**config.mk**
```make
export PLATFORM = sky130hd
export DESIGN_NAME = psk_symbol_timing_sync
export DESIGN_NICKNAME = d
export VERILOG_FILES = /design/src/rtl/psts_pkg.sv /design/src/rtl/psts_ctrl.sv /design/src/rtl/psts_dp.sv /design/src/rtl/psk_symbol_timing_sync.sv
export SDC_FILE = /design/constraint.sdc
export NUM_CORES = 2
export LEC_CHECK = 0
export CELL_PAD_IN_SITES_DETAIL_PLACEMENT = 0
export CELL_PAD_IN_SITES_GLOBAL_PLACEMENT = 2
export CORE_ASPECT_RATIO = 0.7
export CORE_MARGIN = 2
export CORE_UTILIZATION = 45
export DETAILED_ROUTE_END_ITERATION = 16
export DONT_BUFFER_PORTS = 1
export PLACE_DENSITY_LB_ADDON = 0.1
export SYNTH_ARGS = -nofsm -noshare
export SYNTH_HDL_FRONTEND = slang
export SYNTH_HIERARCHICAL = 1
export SYNTH_SLANG_ARGS = --single-unit
```
**constraint.sdc**
```tcl
create_clock -name clk -period 10.8 [get_ports clk]
set_input_delay 0.54 -clock clk [delete_from_list [all_inputs] [get_ports clk]]
set_output_delay 0.54 -clock clk [all_outputs]
set_load 0.005 [all_outputs]
```
**src/rtl/psts_pkg.sv**
```systemverilog
// Shared types and constants for the PSK symbol timing sync block.
// Used by psts_ctrl, psts_dp and psk_symbol_timing_sync; no dependencies.
`timescale 1ns / 1ps

package psts_pkg;

	// configuration port
	localparam int CFG_IDX_W = 2;
	localparam int CFG_DATA_W = 32;
	localparam logic [CFG_IDX_W-1:0] REG_PHASE_INC = 2'd0;
	localparam logic [CFG_IDX_W-1:0] REG_DRIFT_WIN = 2'd1;

	localparam logic [31:0] PHASE_INC_RESET = 32'h1000_0000;
	localparam logic [9:0] DRIFT_WIN_RESET = 10'd313;

	// energy clip: above 4.0 in Q8.24 becomes 1.0
	localparam logic [31:0] ENERGY_CLIP = 32'h0400_0000;
	localparam logic [31:0] ENERGY_ONE = 32'h0100_0000;

	// leaky average: (81*avg + e + 41) / 82, divide by reciprocal
	localparam logic [30:0] AVG_KEEP = 31'd81;
	localparam logic [30:0] AVG_ROUND = 31'd41;
	localparam logic [30:0] AVG_RECIP = 31'd1676084799;
	localparam int RECIP_SHIFT = 37;
	localparam int AVG_W = 24;

	// drift measurement
	localparam logic signed [10:0] DRIFT_CNT_MAX = 11'sb011_1111_1111;
	localparam logic signed [10:0] DRIFT_CNT_MIN = 11'sb100_0000_0000;
	localparam logic [9:0] DRIFT_TIMER_MAX = 10'h3FF;
	localparam logic signed [19:0] PPM_PER_CNT = 20'sd200;
	localparam logic signed [19:0] EST_MAX = 20'sd65535;
	localparam logic signed [19:0] EST_MIN = -20'sd65536;

	typedef enum logic [3:0] {
		ST_IDLE,
		ST_MUL,
		ST_SUM,
		ST_QUOT,
		ST_COMMIT,
		ST_SCAN,
		ST_TAIL,
		ST_FINISH,
		ST_OUT
	} state_t;

	// controller to datapath
	typedef struct packed {
		logic load;
		logic mul;
		logic sum;
		logic quot;
		logic commit;
		logic scan;
		logic finish;
		logic push;
	} cmd_t;

	// datapath to controller
	typedef struct packed {
		logic sym_end;
		logic scan_last;
		logic out_free;
	} sts_t;

endpackage

```
**src/rtl/psts_ctrl.sv**
```systemverilog
// Sequencer for the PSK symbol timing sync block.
// Depends on psts_pkg for state, command and status types.
`timescale 1ns / 1ps

module psts_ctrl (
	input  logic          clk,
	input  logic          arst_n,
	input  logic          in_valid,
	output logic          in_stall,
	input  psts_pkg::sts_t sts,
	output psts_pkg::cmd_t cmd
);
	import psts_pkg::*;

	state_t state_q;
	state_t state_d;

	// state register
	always_ff @(posedge clk or negedge arst_n) begin
		if (!arst_n) begin
			state_q <= ST_IDLE;
		end else begin
			state_q <= state_d;
		end
	end

	// next state
	always_comb begin
		state_d = state_q;
		case (state_q)
			ST_IDLE: begin
				if (in_valid) begin
					state_d = ST_MUL;
				end
			end
			ST_MUL: state_d = ST_SUM;
			ST_SUM: state_d = ST_QUOT;
			ST_QUOT: state_d = ST_COMMIT;
			ST_COMMIT: begin
				state_d = sts.sym_end ? ST_SCAN : ST_OUT;
			end
			ST_SCAN: begin
				if (sts.scan_last) begin
					state_d = ST_TAIL;
				end
			end
			ST_TAIL: state_d = ST_FINISH;
			ST_FINISH: state_d = ST_OUT;
			ST_OUT: begin
				if (sts.out_free) begin
					state_d = ST_IDLE;
				end
			end
			default: state_d = ST_IDLE;
		endcase
	end

	// commands
	always_comb begin
		cmd = '0;
		in_stall = 1'b1;
		case (state_q)
			ST_IDLE: begin
				in_stall = 1'b0;
				cmd.load = in_valid;
			end
			ST_MUL: cmd.mul = 1'b1;
			ST_SUM: cmd.sum = 1'b1;
			ST_QUOT: cmd.quot = 1'b1;
			ST_COMMIT: cmd.commit = 1'b1;
			ST_SCAN: cmd.scan = 1'b1;
			ST_TAIL: cmd = '0;
			ST_FINISH: cmd.finish = 1'b1;
			ST_OUT: cmd.push = sts.out_free;
			default: cmd = '0;
		endcase
	end

endmodule

```
**src/rtl/psts_dp.sv**
```systemverilog
// Datapath: energy, leaky bin averages, peak scan, drift and output register.
// Depends on psts_pkg; driven by commands from psts_ctrl.
`timescale 1ns / 1ps

module psts_dp #(
	parameter int BINS = 16
) (
	input  logic                                 clk,
	input  logic                                 arst_n,
	input  psts_pkg::cmd_t                       cmd,
	output psts_pkg::sts_t                       sts,
	input  logic                                 cfg_we,
	input  logic [psts_pkg::CFG_IDX_W-1:0]       cfg_index,
	input  logic [psts_pkg::CFG_DATA_W-1:0]      cfg_data,
	input  logic signed [15:0]                   sample_i,
	input  logic signed [15:0]                   sample_q,
	input  logic                                 squelch_open,
	output logic                                 out_valid,
	input  logic                                 out_stall,
	output logic                                 symbol_center,
	output logic [$clog2(BINS)-1:0]              peak_bin,
	output logic signed [16:0]                   clock_error_ppm
);
	import psts_pkg::*;

	localparam int PW = $clog2(BINS);
	localparam int BW = $clog2(BINS + 1);
	localparam logic [PW:0] HALF = (PW + 1)'(BINS / 2);
	localparam logic [PW:0] BINS_P = (PW + 1)'(BINS);
	localparam logic [PW-1:0] LAST = PW'(BINS - 1);
	localparam logic [BW-1:0] LAST_B = BW'(BINS - 1);
	localparam logic [BW-1:0] FULL_B = BW'(BINS);

	// configuration
	logic [31:0] phase_inc_q;
	logic [9:0] drift_win_q;

	// latched request
	logic signed [15:0] si_q;
	logic signed [15:0] sq_q;
	logic squelch_q;

	// arithmetic pipeline
	logic [30:0] prod_i_s1;
	logic [30:0] prod_q_s1;
	logic [30:0] num_s2;
	logic [AVG_W-1:0] avg_s3;

	// bin average memory with reset-valid bits
	logic [AVG_W-1:0] mem_q [BINS];
	logic [BINS-1:0] vld_q;
	logic [AVG_W-1:0] rdata_s1;
	logic rvld_s1;
	logic [PW-1:0] raddr;

	// timing state
	logic [BW-1:0] bin_index_q;
	logic [PW-1:0] peak_q;
	logic [PW-1:0] pending_q;
	logic [PW-1:0] prev_q;
	logic [31:0] phase_q;
	logic center_q;

	// scan
	logic [PW-1:0] scan_k_q;
	logic [PW-1:0] scan_idx_s1;
	logic scan_act_s1;
	logic [AVG_W-1:0] best_val_q;
	logic [PW-1:0] best_idx_q;

	// drift
	logic signed [10:0] cnt_q;
	logic [9:0] timer_q;
	logic signed [16:0] est_q;

	// output register
	logic out_valid_q;
	logic out_center_q;
	logic [PW-1:0] out_peak_q;
	logic signed [16:0] out_est_q;

	// combinational helpers
	logic bin_full;
	logic [PW-1:0] bin_addr;
	logic [AVG_W-1:0] avg_rd;
	logic signed [31:0] i_sqr;
	logic signed [31:0] q_sqr;
	logic [31:0] energy;
	logic [31:0] energy_c;
	logic [61:0] quot_p;
	logic [32:0] phase_sum;
	logic [PW:0] half_pos;
	logic [PW-1:0] half_bin;
	logic [BW-1:0] b_next;
	logic [PW-1:0] peak_next;
	logic center_next;
	logic signed [10:0] cnt_next;
	logic signed [19:0] est_full;
	logic signed [16:0] est_sat;
	logic drift_latch;

	// configuration writes
	always_ff @(posedge clk or negedge arst_n) begin
		if (!arst_n) begin
			phase_inc_q <= PHASE_INC_RESET;
			drift_win_q <= DRIFT_WIN_RESET;
		end else if (cfg_we) begin
			case (cfg_index)
				REG_PHASE_INC: phase_inc_q <= cfg_data;
				REG_DRIFT_WIN: drift_win_q <= cfg_data[9:0];
				default: ;
			endcase
		end
	end

	// latch accepted request
	always_ff @(posedge clk) begin
		if (cmd.load) begin
			si_q <= sample_i;
			sq_q <= sample_q;
			squelch_q <= squelch_open;
		end
	end

	// square both components
	assign i_sqr = 32'(si_q) * 32'(si_q);
	assign q_sqr = 32'(sq_q) * 32'(sq_q);

	always_ff @(posedge clk) begin
		if (cmd.mul) begin
			prod_i_s1 <= i_sqr[30:0];
			prod_q_s1 <= q_sqr[30:0];
		end
	end

	// energy, clip and weighted sum
	assign energy = {1'b0, prod_i_s1} + {1'b0, prod_q_s1};
	assign energy_c = (energy > ENERGY_CLIP) ? ENERGY_ONE : energy;
	assign avg_rd = rvld_s1 ? rdata_s1 : '0;

	always_ff @(posedge clk) begin
		if (cmd.sum) begin
			num_s2 <= 31'(avg_rd) * AVG_KEEP + 31'(energy_c[26:3]) + AVG_ROUND;
		end
	end

	// divide by 82 through the reciprocal
	assign quot_p = 62'(num_s2) * 62'(AVG_RECIP);

	always_ff @(posedge clk) begin
		if (cmd.quot) begin
			avg_s3 <= quot_p[RECIP_SHIFT +: AVG_W];
		end
	end

	// memory port: one read address, registered data
	assign bin_full = (bin_index_q >= FULL_B);
	assign bin_addr = bin_full ? '0 : bin_index_q[PW-1:0];
	assign raddr = cmd.scan ? scan_k_q : bin_addr;

	always_ff @(posedge clk) begin
		if (cmd.commit && !bin_full) begin
			mem_q[bin_addr] <= avg_s3;
		end
		rdata_s1 <= mem_q[raddr];
	end

	always_ff @(posedge clk or negedge arst_n) begin
		if (!arst_n) begin
			vld_q <= '0;
			rvld_s1 <= 1'b0;
		end else begin
			if (cmd.commit && !bin_full) begin
				vld_q[bin_addr] <= 1'b1;
			end
			rvld_s1 <= vld_q[raddr];
		end
	end

	// bin counter, center flag, peak move and phase step
	assign half_pos = {1'b0, pending_q} + HALF;
	assign half_bin = (half_pos >= BINS_P) ? PW'(half_pos - BINS_P) : half_pos[PW-1:0];
	assign phase_sum = {1'b0, phase_q} + {1'b0, phase_inc_q};

	always_comb begin
		center_next = !bin_full && (bin_index_q == BW'(peak_q));
		peak_next = (!bin_full && (bin_index_q == BW'(half_bin))) ? pending_q : peak_q;
		b_next = bin_full ? bin_index_q : bin_index_q + BW'(1);
		if (phase_sum[32]) begin
			if (b_next == LAST_B && peak_next == LAST) begin
				center_next = 1'b1;
			end
			b_next = '0;
		end
	end

	always_ff @(posedge clk or negedge arst_n) begin
		if (!arst_n) begin
			bin_index_q <= '0;
			peak_q <= '0;
			phase_q <= '0;
		end else if (cmd.commit) begin
			bin_index_q <= b_next;
			peak_q <= peak_next;
			phase_q <= phase_sum[31:0];
		end
	end

	always_ff @(posedge clk) begin
		if (cmd.commit) begin
			center_q <= center_next;
		end
	end

	// argmax sweep, lowest bin wins a tie
	always_ff @(posedge clk or negedge arst_n) begin
		if (!arst_n) begin
			scan_k_q <= '0;
			scan_act_s1 <= 1'b0;
		end else begin
			scan_act_s1 <= cmd.scan;
			if (cmd.commit) begin
				scan_k_q <= '0;
			end else if (cmd.scan) begin
				scan_k_q <= scan_k_q + PW'(1);
			end
		end
	end

	always_ff @(posedge clk) begin
		scan_idx_s1 <= scan_k_q;
		if (scan_act_s1) begin
			if (scan_idx_s1 == '0 || avg_rd > best_val_q) begin
				best_val_q <= avg_rd;
				best_idx_q <= scan_idx_s1;
			end
		end
	end

	// drift count and estimate
	always_comb begin
		cnt_next = cnt_q;
		if ({1'b0, peak_q} == {1'b0, prev_q} + (PW + 1)'(1)) begin
			if (cnt_q != DRIFT_CNT_MAX) begin
				cnt_next = cnt_q + 11'sd1;
			end
		end else if (prev_q != '0 && peak_q == prev_q - PW'(1)) begin
			if (cnt_q != DRIFT_CNT_MIN) begin
				cnt_next = cnt_q - 11'sd1;
			end
		end
		est_full = 20'(cnt_next) * PPM_PER_CNT;
		if (est_full > EST_MAX) begin
			est_sat = 17'(EST_MAX);
		end else if (est_full < EST_MIN) begin
			est_sat = 17'(EST_MIN);
		end else begin
			est_sat = est_full[16:0];
		end
		drift_latch = (timer_q > drift_win_q) || (timer_q == DRIFT_TIMER_MAX);
	end

	always_ff @(posedge clk or negedge arst_n) begin
		if (!arst_n) begin
			pending_q <= PW'(5 % BINS);
			prev_q <= '0;
			cnt_q <= '0;
			timer_q <= '0;
			est_q <= '0;
		end else if (cmd.finish) begin
			pending_q <= best_idx_q;
			prev_q <= peak_q;
			if (!squelch_q) begin
				cnt_q <= '0;
				timer_q <= '0;
				est_q <= '0;
			end else if (drift_latch) begin
				cnt_q <= '0;
				timer_q <= '0;
				est_q <= est_sat;
			end else begin
				cnt_q <= cnt_next;
				timer_q <= timer_q + 10'd1;
			end
		end
	end

	// output register
	always_ff @(posedge clk or negedge arst_n) begin
		if (!arst_n) begin
			out_valid_q <= 1'b0;
		end else if (cmd.push) begin
			out_valid_q <= 1'b1;
		end else if (!out_stall) begin
			out_valid_q <= 1'b0;
		end
	end

	always_ff @(posedge clk) begin
		if (cmd.push) begin
			out_center_q <= center_q;
			out_peak_q <= peak_q;
			out_est_q <= est_q;
		end
	end

	assign sts.sym_end = phase_sum[32];
	assign sts.scan_last = (scan_k_q == LAST);
	assign sts.out_free = !out_valid_q || !out_stall;

	assign out_valid = out_valid_q;
	assign symbol_center = out_center_q;
	assign peak_bin = out_peak_q;
	assign clock_error_ppm = out_est_q;

	// never overwrite a result that is still waiting
	a_push_free: assert property (@(posedge clk) disable iff (!arst_n)
		cmd.push |-> (!out_valid_q || !out_stall))
		else $error("result pushed over a stalled result");

	// bin counter stays within 0..BINS
	a_bin_range: assert property (@(posedge clk) disable iff (!arst_n)
		bin_index_q <= FULL_B)
		else $error("bin index out of range");

	// a symbol end restarts the bin counter
	a_sym_restart: assert property (@(posedge clk) disable iff (!arst_n)
		(cmd.commit && phase_sum[32]) |=> (bin_index_q == '0))
		else $error("bin counter not restarted at symbol end");

	// chosen peaks are real bins
	a_peak_range: assert property (@(posedge clk) disable iff (!arst_n)
		(peak_q <= LAST) && (pending_q <= LAST))
		else $error("peak outside bin range");

endmodule

```
**src/rtl/psk_symbol_timing_sync.sv**
```systemverilog
// Top level of the PSK symbol timing sync block: controller plus datapath.
// Depends on psts_pkg, psts_ctrl and psts_dp.
`timescale 1ns / 1ps

// channel   direction  handshake             payload
// input     in         in_valid / in_stall   sample_i, sample_q, squelch_open
// output    out        out_valid / out_stall symbol_center, peak_bin, clock_error_ppm
// config    in         cfg_valid / cfg_ready cfg_index, cfg_data
//
// An ordinary sample passes from accept to the next accept through square,
// weighted sum, reciprocal multiply, commit and output load in turn.
// A symbol end adds the argmax sweep over the single memory read port
// and the drift update before the output load.
// Reset is asynchronous and clears all bin averages at once through valid bits.
// A result waits in the output register under out_stall while the next
// sample is taken; in_stall stays high from accept until the result is
// loaded, and longer while the output register still holds a stalled result.

module psk_symbol_timing_sync #(
	parameter int BINS = 16
) (
	input  logic                                 clk,
	input  logic                                 arst_n,
	input  logic                                 in_valid,
	output logic                                 in_stall,
	input  logic signed [15:0]                   sample_i,
	input  logic signed [15:0]                   sample_q,
	input  logic                                 squelch_open,
	output logic                                 out_valid,
	input  logic                                 out_stall,
	output logic                                 symbol_center,
	output logic [$clog2(BINS)-1:0]              peak_bin,
	output logic signed [16:0]                   clock_error_ppm,
	input  logic                                 cfg_valid,
	output logic                                 cfg_ready,
	input  logic [psts_pkg::CFG_IDX_W-1:0]       cfg_index,
	input  logic [psts_pkg::CFG_DATA_W-1:0]      cfg_data
);
	import psts_pkg::*;

	cmd_t cmd;
	sts_t sts;
	logic cfg_we;

	// registers are always writable
	assign cfg_ready = 1'b1;
	assign cfg_we = cfg_valid && cfg_ready;

	psts_ctrl u_ctrl (
		.clk      (clk),
		.arst_n   (arst_n),
		.in_valid (in_valid),
		.in_stall (in_stall),
		.sts      (sts),
		.cmd      (cmd)
	);

	psts_dp #(
		.BINS (BINS)
	) u_dp (
		.clk             (clk),
		.arst_n          (arst_n),
		.cmd             (cmd),
		.sts             (sts),
		.cfg_we          (cfg_we),
		.cfg_index       (cfg_index),
		.cfg_data        (cfg_data),
		.sample_i        (sample_i),
		.sample_q        (sample_q),
		.squelch_open    (squelch_open),
		.out_valid       (out_valid),
		.out_stall       (out_stall),
		.symbol_center   (symbol_center),
		.peak_bin        (peak_bin),
		.clock_error_ppm (clock_error_ppm)
	);

endmodule
```
==> metrics list <==
- The run finished, with violations left.
- Violations in the final reports: max-capacitance violations
* Count of distinct cell types in the synthesized netlist: 88
- Cell repeated most along the worst path: sky130_fd_sc_hd__ha_1
- Clock latency on the worst-skew pair, taken at its later pin, is 0.75 ns.
- Setup violations remaining at the end of the flow were counted as 0.
- Setup repair after global routing left no endpoint under its margin.
- Row generation in the floorplan step produced 120 rows.
- Simple-gate portion of the synthesized area: 0.0720
* Terminus of the critical flop-to-flop path: u_dp/num_s2[29]
- Post-Syn Nets: 7782
- In this run the most critical hold path is launched from out_stall.
- F_max: 108 MHz
- Max-cap violation count: 1
- Count of nets after finishing: 7864
- Clock-pin slew on the worst setup and hold paths: 0.06 ns
* Origin of the critical flop-to-flop path: u_dp/prod_i_s1[14]
* Max Root-Sink Buffers: 3
* Commonest non-fill, non-tap cells in the layout: 1442 x sky130_fd_sc_hd__inv_1, 892 x sky130_fd_sc_hd__fa_1, 780 x sky130_fd_sc_hd__ha_1
- Pre-Repair DR Iteration Count: 5
- The worst setup path is captured at a register.
- Fraction of layout cells with a size suffix above 1: 0.0714
- Of the total synthesized cell area, the portion taken by full adders, half adders and majority gates is 0.396.
- Drt initial violations: 3144
* CORE AREA: 0.153 mm2
- The final layout contains routed wiring with a total length of 182000 um.
* Path depth of the worst reg2reg path: 28
* Setup CP Type: reg -> reg
* Detailed-placement wirelength estimate: 143000 um
- The worst setup path is launched from a register.
- DRC violation count after routing: 0
* Post-Route Setup TNS: 0 ns
- In this run the worst hold path is classified as in -> reg.
- After synthesis, the largest family of logic cells by area is adder cells.
- Across all layers, the routed design uses 42900 vias.
- Across all register-to-register paths, the minimum setup slack is 1.57 ns.
- Along the worst path, the maximum fanout reaches 19.
* Worst Max-Slew Pin Slew: 1.49 ns
* Depth of the critical timing path with buffers and inverters included: 28
- The critical path contains buffers and inverters numbering 2 combined.
* Area enclosed by the die boundary: 0.158 mm2
- The synthesized netlist occupies a cell area of 0.0697 mm2.
- Register bit total from synthesis: 763
* Max-slew violation total from the final report: 0
- The worst hold path terminates at u_dp/out_valid.
- Number of buffers created by CTS: 85
* Global route overflow: 0
- The cell sitting at the root of the clock tree is a sky130_fd_sc_hd__clkbuf_16.
* Post-route ant nets: 0
- Input and output buffers added on the ports amount to 0.
- Cts hold-fix bufs: 67
- Fraction of registers with async set or reset after synthesis: 0.202
- 97 I/O pins were placed.
- Of the available clock period, the critical path in the final layout requires 0.855.
- Min Tclk post-route: 9.23 ns
- After detailed routing, the average wire length per cell comes to 22.1 um.
* Global router's overall resource usage: 0.237
- DIE WIDTH: 474 um
* Number of global-route vias before repair: 43800
* Die Y-Extent: 333 um
- Of the total synthesized cell area, the portion taken by XOR and XNOR cells is 0.0252.
- TritonCTS clock tree: done
* Arrival @ worst endpoint: 9.66 ns
- The Yosys step of the flow raised 6 warnings.
* Antenna violations before repair: 11
- Starting density of the core: 0.454
- Most common library cell in the layout ignoring fill and taps: sky130_fd_sc_hd__inv_1
* Pin count of the biggest net entering global routing: 155
- For this run, the leading register cell type out of synthesis is sky130_fd_sc_hd__edfxtp_1.
* Number of flops mapped to enable cells by yosys: 581
- The count of final hold-check violations was 0.
- The worst hold path passes through 2 cells.
- Data on the critical path is required at its endpoint by 11.22 ns.
- Sink Count: 763
* Resized cells post-CTS: 0
- The fraction of the mapped netlist area in compound gates was 0.0630.
* Wire length of the first global-routing pass: 278000 um
* Number of setup buffers added after CTS: 0
* Crit path largest cell delay: 0.71 ns
- Share of the yosys chip area belonging to registers: 0.314
- Family with the most delay on the worst path: compound AO/OA/AOI/OAI gates
- Final weighted congestion of routability-driven global placement: 0.914
- Area Growth Syn to Fin: 9.02%
- Slew headroom: 0.000896
- Final Skew: 0.0561 ns
- A synthesized cell averages 11.5 um2.
- Max stage delay cell, worst path: sky130_fd_sc_hd__a2111oi_0
- Portion of netlist area occupied by mux cells: 0.0450
- Number of instances in the synthesized netlist: 6038
* H-tree levels: 3
- Vias per inst: 5.19
## per-stage QoR
step / setup slack, ns / instance area (um2) / utilization / hold WS (ns) / instances
after floorplan: 3.35 / 69700 / - / 0.244 / 6038
after global placement: 1.78 / 72400 / 0.472 / 0.252 / 8040
after detailed placement: 1.82 / 72400 / 0.472 / 0.253 / 8040
after CTS: 1.74 / 76000 / 0.495 / 0.0593 / 8265
after global routing: 1.19 / 76000 / 0.495 / 0.0908 / 8266
final: 1.57 / 76000 / 0.495 / 0.119 / 8268
## worst max path at each step
stage,start,to
3_5_place_dp,u_dp/prod_i_s1[14],u_dp/num_s2[29]
3_3_place_gp,u_dp/prod_q_s1[13],u_dp/num_s2[29]
6_report,u_dp/prod_i_s1[14],u_dp/num_s2[29]
4_1_cts,u_dp/prod_i_s1[14],u_dp/num_s2[29]
5_1_grt,u_dp/prod_i_s1[14],u_dp/num_s2[29]
2_1_floorplan,u_dp/prod_i_s1[15],u_dp/num_s2[29]
## cell type report
cell class,instances,area [um2]
sequential,763,21900
inverter,1442,5410
tap,2074,2590
multi-input combinational,3709,42100
timing repair buffer,119,1090
clock buffer,106,2250
clock inverter,52,662
fill,14000,77400
antenna,3,7.51
## synthesized netlist by cell type (100+ instances only)
cell | n | area [um2]
sky130_fd_sc_hd__a21oi_1 | 169 | 846
sky130_fd_sc_hd__and2_1 | 154 | 963
sky130_fd_sc_hd__clkbuf_1 | 100 | 375
sky130_fd_sc_hd__dfrtp_1 | 146 | 3650
sky130_fd_sc_hd__edfxtp_1 | 581 | 17400
sky130_fd_sc_hd__fa_1 | 892 | 17900
sky130_fd_sc_hd__ha_1 | 780 | 9760
sky130_fd_sc_hd__inv_1 | 1442 | 5410
sky130_fd_sc_hd__mux4_2 | 100 | 2250
sky130_fd_sc_hd__nand2_1 | 291 | 1090
sky130_fd_sc_hd__nor2_1 | 184 | 691
sky130_fd_sc_hd__xnor2_1 | 139 | 1220
## state kept, by name, summed over array words and instances (netlist names), 5 cells and up
signal,count
u_dp/avg_s3,24
u_dp/best_val_q,24
u_dp/bin_index_q,5
u_dp/clock_error_ppm,15
u_dp/cnt_q,11
u_dp/drift_win_q,10
u_dp/est_q,15
u_dp/mem_q,384
u_dp/num_s2,31
u_dp/phase_inc_q,32
u_dp/phase_q,32
u_dp/prod_i_s1,30
u_dp/prod_q_s1,30
u_dp/rdata_s1,24
u_dp/si_q,16
u_dp/sq_q,16
u_dp/timer_q,10
u_dp/vld_q,16
## kinds of logic (layout without fill, tap and decap cells)
kind of cell    Yosys count  after routing
fa+ha+maj              1672           1672
buf+inv                1566           1719
simple gates            996            996
flops                   763            763
compound gates          660            660
xor+xnor                201            201
mux                     179            179
other cells               1              4
## metal layers
| metal | up-vias | track usage | wire length, um | share of wire |
|---|---|---|---|---|
| li1 | 20000 | - | - | - |
| met1 | 21700 | 0.397 | 96100 | 0.53 |
| met2 | 1070 | 0.296 | 68100 | 0.37 |
| met3 | 139 | 0.0673 | 15400 | 0.084 |
| met4 | 2 | 0.0396 | 2730 | 0.015 |
| met5 | - | 0 | 7 | 0.000038 |
Power is left out: the tool's default activity adds up to more than one toggle a clock period on the data nets, which glitch-free logic cannot reach.
